<file path="src/rtl/assert_macros.svh">
// Assertion macros shared by the relocation table RTL.
// No dependencies; included by the modules that carry checks.
`ifndef ASSERT_MACROS_SVH
`define ASSERT_MACROS_SVH

// Same-cycle implication, disabled during reset.
`define ART_ASSERT_NOW(label, clk, rst, ante, cons) \
   label: assert property (@(posedge clk) disable iff (rst) (ante) |-> (cons)) \
      else $error("relocation table check failed");

// Next-cycle implication, disabled during reset.
`define ART_ASSERT_NEXT(label, clk, rst, ante, cons) \
   label: assert property (@(posedge clk) disable iff (rst) (ante) |=> (cons)) \
      else $error("relocation table check failed");

`endif

</file>
<file path="src/rtl/art_pkg.sv">
// Shared types and codes for the address relocation table.
// Used by art_ctrl, art_dp and address_relocation_table_core.
package art_pkg;

   typedef logic [2:0] action_type;
   typedef logic [1:0] status_type;

   localparam action_type ACT_APPEND    = 3'd0;
   localparam action_type ACT_EXACT_NEW = 3'd1;
   localparam action_type ACT_EXACT_ORG = 3'd2;
   localparam action_type ACT_RANGE_O2N = 3'd3;
   localparam action_type ACT_RANGE_N2O = 3'd4;
   localparam action_type ACT_RANGE_O2O = 3'd5;

   localparam status_type STAT_OK       = 2'd0;
   localparam status_type STAT_MISS     = 2'd1;
   localparam status_type STAT_OVERFLOW = 2'd2;

   localparam int ADDR_W = 32;
   localparam logic [7:0] OFFSET_RESET = 8'd8;

   typedef enum logic [1:0] {
      STATE_IDLE,
      STATE_SCAN,
      STATE_PUBLISH
   } art_state_type;

   // controller to datapath
   typedef struct packed {
      logic load;     // capture request, perform append
      logic scan;     // issue table reads
      logic publish;  // move result into the output register
   } art_cmd_type;

   // datapath to controller
   typedef struct packed {
      logic is_lookup;  // request on the input is an exact or range lookup
      logic scan_done;
      logic out_free;
   } art_stat_type;

endpackage

</file>
<file path="src/rtl/art_ctrl.sv">
// Controller of the relocation table: sequences load, scan and result hand-off.
// Depends on art_pkg and assert_macros.svh.
`include "assert_macros.svh"

module art_ctrl (
   input  logic                  clock,
   input  logic                  reset,
   input  logic                  req_tvalid,
   output logic                  req_tready,
   output art_pkg::art_cmd_type  cmd,
   input  art_pkg::art_stat_type stat
);
   import art_pkg::*;

   art_state_type state_ff, state_in;
   logic          accept;

   assign accept = req_tvalid && (state_ff == STATE_IDLE);

   always_comb begin
      state_in = state_ff;
      case (state_ff)
         STATE_IDLE: begin
            if (req_tvalid) begin
               state_in = stat.is_lookup ? STATE_SCAN : STATE_PUBLISH;
            end
         end
         STATE_SCAN: begin
            if (stat.scan_done) begin
               state_in = STATE_PUBLISH;
            end
         end
         STATE_PUBLISH: begin
            if (stat.out_free) begin
               state_in = STATE_IDLE;
            end
         end
         default: state_in = STATE_IDLE;
      endcase
   end

   always_comb begin
      req_tready  = 1'b0;
      cmd.load    = 1'b0;
      cmd.scan    = 1'b0;
      cmd.publish = 1'b0;
      case (state_ff)
         STATE_IDLE: begin
            req_tready = 1'b1;
            cmd.load   = req_tvalid;
         end
         STATE_SCAN: begin
            cmd.scan = 1'b1;
         end
         STATE_PUBLISH: begin
            cmd.publish = stat.out_free;
         end
         default: ;
      endcase
   end

   always_ff @(posedge clock) begin
      if (reset) begin
         state_ff <= STATE_IDLE;
      end else begin
         state_ff <= state_in;
      end
   end

   `ART_ASSERT_NEXT(a_scan_to_publish, clock, reset,
                    (state_ff == STATE_SCAN) && stat.scan_done, state_ff == STATE_PUBLISH)
   `ART_ASSERT_NEXT(a_accept_leaves_idle, clock, reset, accept, state_ff != STATE_IDLE)

endmodule

</file>
<file path="config.mk">
export PLATFORM = sky130hd
export DESIGN_NAME = art_ctrl
export DESIGN_NICKNAME = d
export VERILOG_FILES = /design/src/rtl/art_pkg.sv /design/src/rtl/art_ctrl.sv
export VERILOG_INCLUDE_DIRS = /design/src /design/src/rtl
export SDC_FILE = /design/constraint.sdc
export NUM_CORES = 1
export LEC_CHECK = 0
export ABC_CLOCK_PERIOD_IN_PS = 2560
export BUFFER_PORTS_ARGS = -buffer_cell sky130_fd_sc_hd__buf_2
export CORE_AREA = 2 2 39 41
export DETAILED_ROUTE_END_ITERATION = 16
export DIE_AREA = 0 0 41 43
export GPL_TIMING_DRIVEN = 0
export REMOVE_ABC_BUFFERS = 1
export SYNTH_ARGS = -nofsm -noshare
export SYNTH_HDL_FRONTEND = slang
export SYNTH_SLANG_ARGS = --single-unit
</file>
<file path="constraint.sdc">
create_clock -name clock -period 2.56 [get_ports clock]
set_clock_uncertainty 0.15 [all_clocks]
set_input_delay 0.128 -clock clock [delete_from_list [all_inputs] [get_ports clock]]
set_output_delay 0.128 -clock clock [all_outputs]
set_load 0.005 [all_outputs]
</file>
==> reports/results.ini <==
[status]
status=complete, no violations

[floorplan]
fp.dieW_um=41
die_area_sq_mm=0.001763
die_h_um=43
num_rows=14
core_sq_mm=0.001384
initial_utilization=0.08590
io_pins=10

[clock_network]
cts.clk_slew.worst_paths_ns=0.03
cts_buffers=3
ctsResizeCount=0
clk_path_buf_depth=2
htree_levels=1
cts_tree=done
clock_sinks=2
clock_latency_ns=0.22
root_buffer=clkbuf_4

[critical_path]
reg2reg_to=state_ff[1]
worstPathMaxFanout=7
crit_type=reg -> reg
timing.rr.start=state_ff[1]
required_ns=2.56
critPathLaunchType=flip-flop
crit_arrival_ns=1.27
end_kind=flip-flop
r2r_slack_ns=1.29
reg2reg_depth=2

[detailed_routing]
avgViaCountPerCell=3.419
wl_per_cell_um=7.721
remaining_drc_errors=0
drtAntennaViolNets=0
first_pass_iters=1
vias=147
route.final.wire_length_um=332
first_iter_violations=0

[job]
drv_cap=0

[yosys]
synth_area_leader_cell=dfxtp_1
synth_top_area_frac=0.3368
seq_area_frac_synth=0.3368
synthTopCellsByArea=dfxtp_1 (34%), nand3b_1 (13%), or4b_1 (8.4%)
syn_area_sq_um=118.9
synth_seq_cells=2
synth_warnings=0
yosysUniqueCellTypes=11
syn-mean-instance-area_sq_um=8.490
synthCells=14

[placement]
pre_cts_slack_ns=1.297
gp_congestion=0.6376
port_buffers=9

[hold_path]
min_from=stat[1]
hp-class=in -> reg
hold_depth=3
min_to=state_ff[0]

[timing]
min_period_over_period=0.4976
drv_slew=0
fmax_mhz=785.1
worstMarginPinSlew_ns=0.2051
worst_slack_ns=1.286
relSlewSlack=0.8631
setup_viol=0
min_period_ns=1.274
finalHoldViolations=0
timing.setup.tns_ns=0
fin_hold_ws_ns=0.02914
rsz0062_at_grt=no

[cells_and_area]
reg.largest.list=state_ff x2
area_delta_synth_final_pct=82.11
final_layout_size_suffix_gt1_frac=0.4815
regMostFlops=state_ff
fin_util=0.1564
antennaDiodeCount=0
largest_register_ffs=2
nets=35

[power]
p_leak_uw=0.00009556
max-vdd-ir-drop_v=0.0001200
powerDensity_mw_per_mm2=582.1

[global_routing]
track_usage=0.04819
grt_first_pass_wirelength_um=455
first_global_vias=123
grt_max_degree=9
antenna_found_initial=0
grt-ovfl-total=0

worst max-delay path by stage:
stage / start / cells past startpoint / slack, ns / endpoint
2_1_floorplan: state_ff[0] / 2 / 1.35 / state_ff[1]
3_3_place_gp: state_ff[0] / 2 / 1.31 / state_ff[1]
3_5_place_dp: state_ff[1] / 2 / 1.30 / state_ff[1]
4_1_cts: state_ff[0] / 3 / 1.28 / cmd[2]
5_1_grt: state_ff[0] / 3 / 1.22 / cmd[2]
6_report: state_ff[1] / 2 / 1.29 / state_ff[1]
cells in the mapped netlist:
cell	count
or2b_1	1
dfxtp_1	2
and2_1	1
or4b_1	1
a211oi_1	1
nor2_1	2
nand3b_1	2
nand2_1	1
nor2b_1	1
or3b_2	1
a31oi_1	1
worst max-delay path, stage by stage (launching register included):
cell	delay [ns]
dfxtp_1	0.41
or3b_2	0.47
a31oi_1	0.16
cell usage in the layout, fill, tap and decap left out:
cell and instances:
dfxtp_1 2, or3b_2 1, or4b_1 1, nor2_1 2, dlygate4sd3_1 1, nand3b_1 2
a31oi_1 1, and2_1 1, nand2_1 1, a211oi_1 1, clkbuf_4 3, buf_2 9
nor2b_1 1, or2b_1 1
where the power goes:
group | switching [uW] | total, uW | internal (uW)
registers | 3.37 | 36.9 | 33.6
logic | 6.98 | 19.1 | 12.1
clock network | 18.2 | 70.0 | 51.8
total | 28.6 | 126 | 97.4
per-layer routing:
layer	global-route usage	vias to the layer above	part of all wire
li1	-	78	-
met1	0.05145	60	0.41
met2	0.04375	9	0.41
met3	0.03141	0	0.19
met4	0.08000	0	0
met5	0	-	0
repair_timing:
item | CTS | global route
endpoints found under the setup margin | 0 | 0
hold buffers | 1 | 0
buffers inserted | 0 | 0
hold endpoints to repair | 2 | 0
kinds of logic (layout without fill, tap and decap cells):
| group | after synthesis | after routing | share of synthesized area |
|---|---|---|---|
| buffers and inverters | 0 | 13 | 0 |
| DFF | 2 | 2 | 0.3369 |
| AOI/OAI and AO/OA | 2 | 2 | 0.1158 |
| and+or+nand+nor | 10 | 10 | 0.5474 |
area by class of cell:
class	instances	area, sq um
Multi-Input combinational cell	12	78.83
Fill cell	167	1167
Tap cell	16	20.02
Sequential cell	2	40.04
Clock buffer	3	22.52
Timing Repair Buffer	10	55.05
stage by stage:
step,cell area [sq um],total power (uW),instances
3_5_place_dp,183.9,55.55,39
5_1_grt,216.5,134.0,43
2_1_floorplan,118.9,44.98,14
6_report,216.5,126.0,43
3_3_place_gp,183.9,54.95,39
4_1_cts,216.5,132.7,43
No activity file was read; power rests on OpenSTA's default activity.
